--- config.mk ---
export PLATFORM = sky130hd
export DESIGN_NAME = int64_divide_modulo
export DESIGN_NICKNAME = d
export VERILOG_FILES = /design/src/hdl/idm_pkg.sv /design/src/hdl/int64_divide_modulo.sv
export SDC_FILE = /design/constraint.sdc
export NUM_CORES = 1
export LEC_CHECK = 0
export BUFFER_PORTS_ARGS = -buffer_cell sky130_fd_sc_hd__buf_2
export CELL_PAD_IN_SITES_DETAIL_PLACEMENT = 0
export CELL_PAD_IN_SITES_GLOBAL_PLACEMENT = 1
export CORE_MARGIN = 1
export CORE_UTILIZATION = 35
export DETAILED_ROUTE_END_ITERATION = 6
export PLACE_DENSITY_LB_ADDON = 0.12
export SETUP_SLACK_MARGIN = 0.15
export SYNTH_ARGS = -nofsm -noshare
export SYNTH_HDL_FRONTEND = slang
export SYNTH_SLANG_ARGS = --single-unit
--- constraint.sdc ---
create_clock -name clk_i -period 9.3 [get_ports clk_i]
set_input_delay 0.93 -clock clk_i [delete_from_list [all_inputs] [get_ports clk_i]]
set_output_delay 0.93 -clock clk_i [all_outputs]
set_load 0.01 [all_outputs]
--- src/hdl/idm_pkg.sv ---
// ----------------------------------------------------------------------------
// idm_pkg
// Shared types for the 64-bit integer divide/modulo block: the request and
// response payloads and the sequencer states.
// ----------------------------------------------------------------------------
package idm_pkg;

  // Port field width, fixed by the interface
  localparam int unsigned FieldW = 64;

  // Division mode
  typedef enum logic {
    CMD_UNSIGNED = 1'b0,
    CMD_SIGNED   = 1'b1
  } idm_cmd_e;

  // Input transaction
  typedef struct packed {
    idm_cmd_e            command;
    logic [FieldW-1:0]   dividend;
    logic [FieldW-1:0]   divisor;
  } idm_req_t;

  // Output transaction
  typedef struct packed {
    logic [FieldW-1:0]   quotient;
    logic [FieldW-1:0]   remainder;
  } idm_rsp_t;

  // Sequencer states
  typedef enum logic [2:0] {
    ST_IDLE,
    ST_ABS_A,
    ST_ABS_B,
    ST_DIV,
    ST_FIX_R,
    ST_FIX_Q
  } idm_state_e;

endpackage

--- src/hdl/int64_divide_modulo.sv ---
// ----------------------------------------------------------------------------
// int64_divide_modulo
// Restoring shift-and-subtract divider giving quotient and remainder, with
// unsigned or signed two's complement operands, built around one subtractor.
// ----------------------------------------------------------------------------
// Sequence: the magnitude states ST_ABS_A and ST_ABS_B, then one quotient bit
//   per cycle through the shared subtractor in ST_DIV (skipped when the divisor
//   is zero), then the sign fix-up states ST_FIX_R and ST_FIX_Q.
// Input: a new transaction is taken only in ST_IDLE, after the previous result is posted.
// Reset: asynchronous, active low; clears the sequencer and output valid.
module int64_divide_modulo #(
  parameter int unsigned DATA_WIDTH = 64
) (
  input  logic              clk_i,
  input  logic              rst_ni,
  input  logic              in_valid_i,
  output logic              in_ready_o,
  input  idm_pkg::idm_req_t in_req_i,
  output logic              out_valid_o,
  input  logic              out_ready_i,
  output idm_pkg::idm_rsp_t out_rsp_o
);

  localparam int unsigned W    = DATA_WIDTH;
  localparam int unsigned CntW = $clog2(DATA_WIDTH);
  localparam int unsigned SubW = DATA_WIDTH + 2;
  localparam logic [CntW-1:0] CntLast = CntW'(DATA_WIDTH - 1);

  idm_pkg::idm_state_e state_q, state_d;

  logic [W-1:0]    num_q, num_d;      // dividend magnitude, then quotient
  logic [W-1:0]    den_q, den_d;      // divisor magnitude
  logic [W-1:0]    rem_q, rem_d;      // partial remainder
  logic            signed_q, signed_d;
  logic            nega_q, nega_d;
  logic            negb_q, negb_d;
  logic [CntW-1:0] cnt_q, cnt_d;
  logic            out_valid_q, out_valid_d;
  idm_pkg::idm_rsp_t out_rsp_q, out_rsp_d;

  // Shared subtractor
  logic [W:0]      sub_a, sub_b;
  logic [SubW-1:0] sub_res;
  logic            sub_borrow;
  logic [W:0]      rem_shift;
  logic            in_fire, out_free, den_zero, b_neg;

  assign sub_res    = {1'b0, sub_a} - {1'b0, sub_b};
  assign sub_borrow = sub_res[SubW-1];
  assign rem_shift  = {rem_q, num_q[W-1]};
  assign in_fire    = in_valid_i && in_ready_o;
  assign out_free   = !out_valid_q || out_ready_i;
  assign den_zero   = (den_q == '0);
  assign b_neg      = signed_q && den_q[W-1];

  assign in_ready_o  = (state_q == idm_pkg::ST_IDLE);
  assign out_valid_o = out_valid_q;
  assign out_rsp_o   = out_rsp_q;

  // Next state
  always_comb begin
    state_d = state_q;
    case (state_q)
      idm_pkg::ST_IDLE: begin
        if (in_fire) state_d = idm_pkg::ST_ABS_A;
      end
      idm_pkg::ST_ABS_A: state_d = idm_pkg::ST_ABS_B;
      idm_pkg::ST_ABS_B: begin
        state_d = den_zero ? idm_pkg::ST_FIX_R : idm_pkg::ST_DIV;
      end
      idm_pkg::ST_DIV: begin
        if (cnt_q == CntLast) state_d = idm_pkg::ST_FIX_R;
      end
      idm_pkg::ST_FIX_R: state_d = idm_pkg::ST_FIX_Q;
      idm_pkg::ST_FIX_Q: begin
        if (out_free) state_d = idm_pkg::ST_IDLE;
      end
      default: state_d = idm_pkg::ST_IDLE;
    endcase
  end

  // Shared subtractor operand select
  always_comb begin
    sub_a = '0;
    sub_b = '0;
    case (state_q)
      idm_pkg::ST_ABS_A: sub_b = {1'b0, num_q};
      idm_pkg::ST_ABS_B: sub_b = {1'b0, den_q};
      idm_pkg::ST_DIV: begin
        sub_a = rem_shift;
        sub_b = {1'b0, den_q};
      end
      idm_pkg::ST_FIX_R: sub_b = {1'b0, rem_q};
      idm_pkg::ST_FIX_Q: sub_b = {1'b0, num_q};
      default: ;
    endcase
  end

  // Datapath control
  always_comb begin
    num_d       = num_q;
    den_d       = den_q;
    rem_d       = rem_q;
    signed_d    = signed_q;
    nega_d      = nega_q;
    negb_d      = negb_q;
    cnt_d       = cnt_q;
    out_rsp_d   = out_rsp_q;
    out_valid_d = out_valid_q && !out_ready_i;
    case (state_q)
      idm_pkg::ST_IDLE: begin
        // Capture the operands
        if (in_fire) begin
          num_d    = in_req_i.dividend[W-1:0];
          den_d    = in_req_i.divisor[W-1:0];
          signed_d = (in_req_i.command == idm_pkg::CMD_SIGNED);
        end
      end
      idm_pkg::ST_ABS_A: begin
        // Take the dividend magnitude
        nega_d = signed_q && num_q[W-1];
        if (signed_q && num_q[W-1]) num_d = sub_res[W-1:0];
      end
      idm_pkg::ST_ABS_B: begin
        // Take the divisor magnitude, or settle the zero divisor case
        negb_d = b_neg;
        cnt_d  = '0;
        if (den_zero) begin
          rem_d = num_q;
          num_d = W'(num_q == '0);
        end else begin
          rem_d = '0;
          if (b_neg) den_d = sub_res[W-1:0];
        end
      end
      idm_pkg::ST_DIV: begin
        // One quotient bit: shift, trial subtract, restore on borrow
        rem_d = sub_borrow ? rem_shift[W-1:0] : sub_res[W-1:0];
        num_d = {num_q[W-2:0], !sub_borrow};
        cnt_d = cnt_q + 1'b1;
      end
      idm_pkg::ST_FIX_R: begin
        // Remainder takes the dividend sign
        if (nega_q) rem_d = sub_res[W-1:0];
      end
      idm_pkg::ST_FIX_Q: begin
        // Negate the quotient on differing signs and post the result
        if (out_free) begin
          out_rsp_d.quotient  = idm_pkg::FieldW'((nega_q != negb_q) ? sub_res[W-1:0]
                                                                     : num_q);
          out_rsp_d.remainder = idm_pkg::FieldW'(rem_q);
          out_valid_d         = 1'b1;
        end
      end
      default: ;
    endcase
  end

  // Control registers
  always_ff @(posedge clk_i or negedge rst_ni) begin
    if (!rst_ni) begin
      state_q     <= idm_pkg::ST_IDLE;
      out_valid_q <= 1'b0;
      cnt_q       <= '0;
    end else begin
      state_q     <= state_d;
      out_valid_q <= out_valid_d;
      cnt_q       <= cnt_d;
    end
  end

  // Payload registers
  always_ff @(posedge clk_i) begin
    num_q     <= num_d;
    den_q     <= den_d;
    rem_q     <= rem_d;
    signed_q  <= signed_d;
    nega_q    <= nega_d;
    negb_q    <= negb_d;
    out_rsp_q <= out_rsp_d;
  end

  // Accepted transaction starts the magnitude step
  a_start: assert property (@(posedge clk_i) disable iff (!rst_ni)
    in_fire |=> (state_q == idm_pkg::ST_ABS_A))
    else $error("divider did not start after accept");

  // Division never runs against a zero divisor
  a_den_nz: assert property (@(posedge clk_i) disable iff (!rst_ni)
    (state_q == idm_pkg::ST_DIV) |-> !den_zero)
    else $error("division step with zero divisor");

  // Last quotient bit leads to the sign fix-up
  a_div_end: assert property (@(posedge clk_i) disable iff (!rst_ni)
    (state_q == idm_pkg::ST_DIV && cnt_q == CntLast) |=> (state_q == idm_pkg::ST_FIX_R))
    else $error("division did not end after the last bit");

  // Posting a result raises valid and frees the input side
  a_post: assert property (@(posedge clk_i) disable iff (!rst_ni)
    (state_q == idm_pkg::ST_FIX_Q && out_free) |=> (out_valid_o && in_ready_o))
    else $error("result not posted");

endmodule
**Yosys cells after proc, flatten, opt, wreduce, memory -nomap -nowiden**

Cells that the tools add are included.

- Logic and storage cells: 74
- Output and inout bits: 130
- Register bits after elaboration: 333

- $add $sub $neg: 2
- Equal/unequal tests: 15
- Multiplexer cells: 23
- Reduce and logical (&&, ||, !) cells: 23

Operators with widths:

| cell | number |
|---|---|
| $mux 64 | 10 |
| $pmux 64 s3 | 2 |
| $pmux 64 s4 | 1 |
| $logic_not 64->1 | 2 |
| $pmux 64 s2 | 1 |
| $sub 65x65->66 | 1 |
| $mux 65 | 1 |
| $pmux 3 s6 | 1 |
| $ne 2x2->1 const B | 7 |
| $mux 3 | 4 |
| $pmux 6 s2 | 1 |
| $reduce_and 4->1 | 2 |
| $add 6x1->6 const B | 1 |
| $eq 3x2->1 const B | 2 |
| $eq 3x3->1 const B | 2 |
| $eq 6x6->1 const B | 1 |
| $reduce_and 2->1 | 3 |
| $logic_and 1x1->1 | 4 |
| $reduce_bool 2->1 | 2 |
| $reduce_bool 4->1 | 1 |
| $reduce_or 2->1 | 2 |
| $eq 3x1->1 const B | 1 |
| $logic_not 1->1 | 3 |
| $logic_not 3->1 | 1 |
| 6 further kinds | 7 |

**Logic depth before layout (Yosys ltp)**

- Depth in word-level cells: 7
- Gate-level depth with buffers: 21
- Gate-level depth less buffers: 17

**Least setup slack after synthesis**

No wires, ideal clock.

- Kind: reg2reg
- Start point: register state_q[2]
- End point: register out_rsp_q, in the netlist out_rsp_o[0] (enable)
- Setup slack: 2.324 ns
- Arrival: 6.359 ns
- Setup time: 0.617 ns
- Stages on the path, launching flop included: 5
- Cells stage by stage: dfrtp_1 -> clkbuf_1 -> clkbuf_1 -> nand3_1 -> nor2_1

- Cells in the longest elaborated chain, start to end: 2

Ends and longest elaborated chain:

| element | line | source |
|---|---|---|
| start, declared | int64_divide_modulo.sv:29 | `idm_pkg::idm_state_e state_q, state_d;` |
| start signal, assigned | int64_divide_modulo.sv:162 | `state_q <= idm_pkg::ST_IDLE;` |
| start signal, assigned | int64_divide_modulo.sv:166 | `state_q <= state_d;` |
| $eq 3x3->1 | int64_divide_modulo.sv:110 | `case (state_q)` |
| $reduce_and 2->1 (no line) | -- |  |
| end signal, assigned | int64_divide_modulo.sv:180 | `out_rsp_q <= out_rsp_d;` |
| end, declared | int64_divide_modulo.sv:39 | `idm_pkg::idm_rsp_t out_rsp_q, out_rsp_d;` |

No other way between the ends.
A chain may end at the register's enable or synchronous reset.

**Final worst setup path**

- Start point: register state_q[1]
- End point: register rem_q[54], data pin

- Cells in the longest elaborated chain, start to end: 6

Ends and longest elaborated chain:

| element | line | source |
|---|---|---|
| $eq 3x3->1, or another cell as far along | int64_divide_modulo.sv:86 | `case (state_q)` |
| $reduce_or 2->1 (no line) | -- |  |
| $pmux 64 s3 | int64_divide_modulo.sv:86 |  |
| $sub 65x65->66 | int64_divide_modulo.sv:48 | `assign sub_res = {1'b0, sub_a} - {1'b0, sub_b};` |
| $mux 64 (on tied branches) | int64_divide_modulo.sv:144, int64_divide_modulo.sv:138 |  |
| $pmux 64 s3 (*) | int64_divide_modulo.sv:110 |  |
| net rem_d[54] | int64_divide_modulo.sv:33 | `logic [W-1:0] rem_q, rem_d;` |
| end signal, assigned | int64_divide_modulo.sv:176 | `rem_q <= rem_d;` |
| end, declared | int64_divide_modulo.sv:33 |  |

Mark *: on every way through the listed nets, which the timed path passes. The rest lies on a longest branch. The select of a mux whose other input is x is not followed.

==> run_results.csv <==
group,metric,value,unit
outcome,status,"completed",
detailed_routing,wire_per_inst,25.2,um
yosys,ys_types,79,
clock_tree,postCtsSetupBuffers,0,
timing,period_minus_slack,6.69,ns
yosys,synth.area.top_cells,"edfxtp_1, o21ai_0, a21oi_1, nand2_1, a22oi_1",
global_route,grt_util_all_layers,0.261,
yosys,synth_top_area_frac,0.476,
detailed_routing,post-route-drc-count,0,
clock_tree,cts_buffer_depth,3,
setup_path,rrSetupSlack,2.61,ns
yosys,synth_ff_type,"edfxtp_1",
layout,drive_gt1_frac,0.159,
timing,post-route-period-util,0.719,
yosys,yosysMostFrequentCell,"edfxtp_1",
yosys,synth_common_cells,"edfxtp_1, nand2_1, o21ai_0",
floorplanning,core_area,57600,sq um
yosys,synthAdderAreaFrac,0.0409,
placement,routabilityCongestion,0.879,
yosys,syn_avg_cell_area,9.44,sq um
global_route,grt_pass1_wl,117000,um
timing,setup_viol,0,
yosys,synth-compound-area-share,0.249,
timing,rsz0062_at_grt,"no",
setup_path,worst_ep_required_time,9.62,ns
worst_hold_path,hp-class,"input port to asynchronous set/reset pin",
yosys,async_flop_share,0.0300,
yosys,synth_area,20400,sq um
detailed_routing,first_pass_iters,5,
setup_path,crit_chain,"nand2b_1 > nor2_4 > buf_4 > and2_1 > ha_1 > a21oi_1 > o21ai_0 > a221oi_1 > nor2_1 > nor2_1 > a21oi_4 > a211oi_4 > nand2b_1 > nor2_1 > a211o_1",
detailed_routing,ant_nets,0,
yosys,post_synth_inst_count,2159,
global_route,grt_use_met3,0.0441,
clock_tree,numCtsBuffers,40,
timing,finalSetupTns,0,ns
yosys,ys_seq_elements,333,
setup_path,cp-start-kind,"flip-flop",
timing,report.final.slew_viol_count,0,
floorplanning,fp.dieW,243,um
detailed_routing,vias_per_cell,5.84,
setup_path,arrival,7.01,ns
yosys,synth-edff-count,323,
floorplanning,die_area,59200,sq um
placement,dpl.cell_count,3062,
layout,finalNetCount,2538,
global_route,top_usage_layer,"met2",
clock_tree,ctsHoldBuffers,0,
yosys,synth_largest_area_cell,"edfxtp_1",
global_route,gr-total-overflow,0,
setup_path,r2r-end,"rem_q[54]",
clock_tree,clkSlewWorstSetupHoldPaths,0.06,ns
run,drv_cap,0,
clock_tree,h-tree-depth,2,
placement,io_buffers,262,
setup_path,crit_top_cell,"nor2_1",
yosys,yosys.area_share.simple,0.158,
timing,finClkSkew,0.0190,ns
clock_tree,cts_resized,0,
layout,fin_cells,3128,
timing,relSlewSlack,0.192,
floorplanning,fp-row-count,88,
clock_tree,cts_tree,"yes",
timing,max_freq,150,MHz
setup_path,critical_path_class,"flip-flop to flip-flop",
setup_path,path_delay_family,"simple AND/OR/NAND/NOR gates",
yosys,ys_warn_count,0,
global_route,grt_pass1_vias,18100,
placement,dp_hpwl,56000,um
setup_path,slowest_delay,0.98,ns
global_route,antenna_found_initial,1,
setup_path,cp_num_buf_inv,1,
yosys,synth_top_family_by_area,"compound AO/OA/AOI/OAI gates",
detailed_routing,via_count,18300,
detailed_routing,drt_wl_total,78700,um
timing,worst_pin_slew,1.21,ns
detailed_routing,drt-initial-drc-count,1627,
setup_path,crit_path_end_kind,"flip-flop",
yosys,syn_nets,2358,
clock_tree,insertion_delay,0.57,ns
yosys,synthXorXnorAreaFrac,0.0257,
floorplanning,die_y,243,um
setup_path,reg2reg_depth,15,
layout,syn2layout_area_growth,15.5,%
timing,finalHoldViolations,0,
layout,antenna_cells,0,
floorplanning,pin_count,263,
clock_tree,clock_sink_count,333,
clock_tree,clock-root-buffer,"clkbuf_16",
setup_path,crit_slowest_cell,"dfrtp_4",
floorplanning,floorplan.initialDensity,0.354,
setup_path,r2r_start,"state_q[1]",
global_route,grtUsageMet2,0.437,
global_route,grt_util_met1,0.343,
yosys,ys_seq_area_frac,0.488,
global_route,grt_start_max_net_pins,82,
yosys,synthMuxAreaShare,0.00344,
setup_path,crit_fanout,67,
==> sequential cells by signal, indices dropped and copies added, names as in the netlist <==
signal and flops:
state_q 3, out_rsp_o 128, den_q 64, rem_q 64, cnt_q 6, negb_q 1, num_q 64, signed_q 1
out_valid_o 1, nega_q 1
==> routing by layer <==
layer / routed length [um] / share of wire / vias to the layer above
met5: 16 / 0.00020 / -
li1: - / - / 8483
met2: 37900 / 0.48 / 630
met4: 2230 / 0.028 / 2
met1: 34100 / 0.43 / 9024
met3: 4410 / 0.056 / 126
==> cell families (layout without fill, tap and decap cells) <==
logic type | count (synthesis) | in the layout
AOI/OAI and AO/OA | 809 | 809
adders and majority gates | 66 | 66
xor gates and xnor gates | 58 | 58
and+or+nand+nor | 714 | 714
buffers and inverters | 172 | 376
muxes | 7 | 7
DFF | 333 | 333
==> how the worst max path moves through the flow <==
| stage | to | cells past startpoint | start |
|---|---|---|---|
| floorplan | out_rsp_o[0] | 4 | state_q[2] |
| CTS | rem_q[54] | 15 | state_q[1] |
| global route | rem_q[54] | 15 | state_q[1] |
| detailed placement | rem_q[54] | 15 | state_q[1] |
| global placement | rem_q[54] | 15 | state_q[1] |
| finish | rem_q[54] | 15 | state_q[1] |
==> stage by stage <==
stage                     instance area, sq um  hold slack [ns]  worst slack (ns)  utilization
after floorplan                          20400            0.442              2.32            -
after global placement                   22300            0.498              2.82        0.388
after detailed placement                 22300            0.495              2.63        0.388
after CTS                                23500            0.200              2.60        0.409
after global routing                     23500            0.207              2.13        0.409
final                                    23500            0.220              2.61        0.409
==> area by class of cell <==
type                       count  area [sq um]
clock inverter                15           119
clock buffer                  51          1060
fill                        5745         34100
tap                          765           957
sequential                   333          9960
inverter                      20          75.1
multi-input combinational   1654          9830
timing repair buffer         290          1530
==> cells in the final DEF (no fill, tap or decap), drive strengths merged, types with 4 or more instances in the layout <==
cell type  netlist  final
edfxtp         323    323
buf             38    290
nand2          289    289
o21ai          254    254
a21oi          222    222
nor2           204    204
a22oi          131    131
and2            76     76
ha              65     65
clkbuf         114     51
nor4            36     36
a21o            35     35
o221ai          33     33
o211ai          30     30
xnor2           30     30
xor2            28     28
nand4           23     23
nor3            21     21
nand3           19     19
inv             19     19
o21bai          17     17
a221o           16     16
clkinv           1     14
a2bb2oi         13     13
a31oi           11     11
and3            10     10
dfrtp           10     10
a211oi           9      9
nand2b           8      8
mux2i            7      7
or3              7      7
nor2b            7      7
o21a             5      5
o31ai            5      5
and4             4      4
or4              4      4
Power is not shown: default switching activity piles up to over one toggle a cycle in this logic, so the estimate is an artifact.
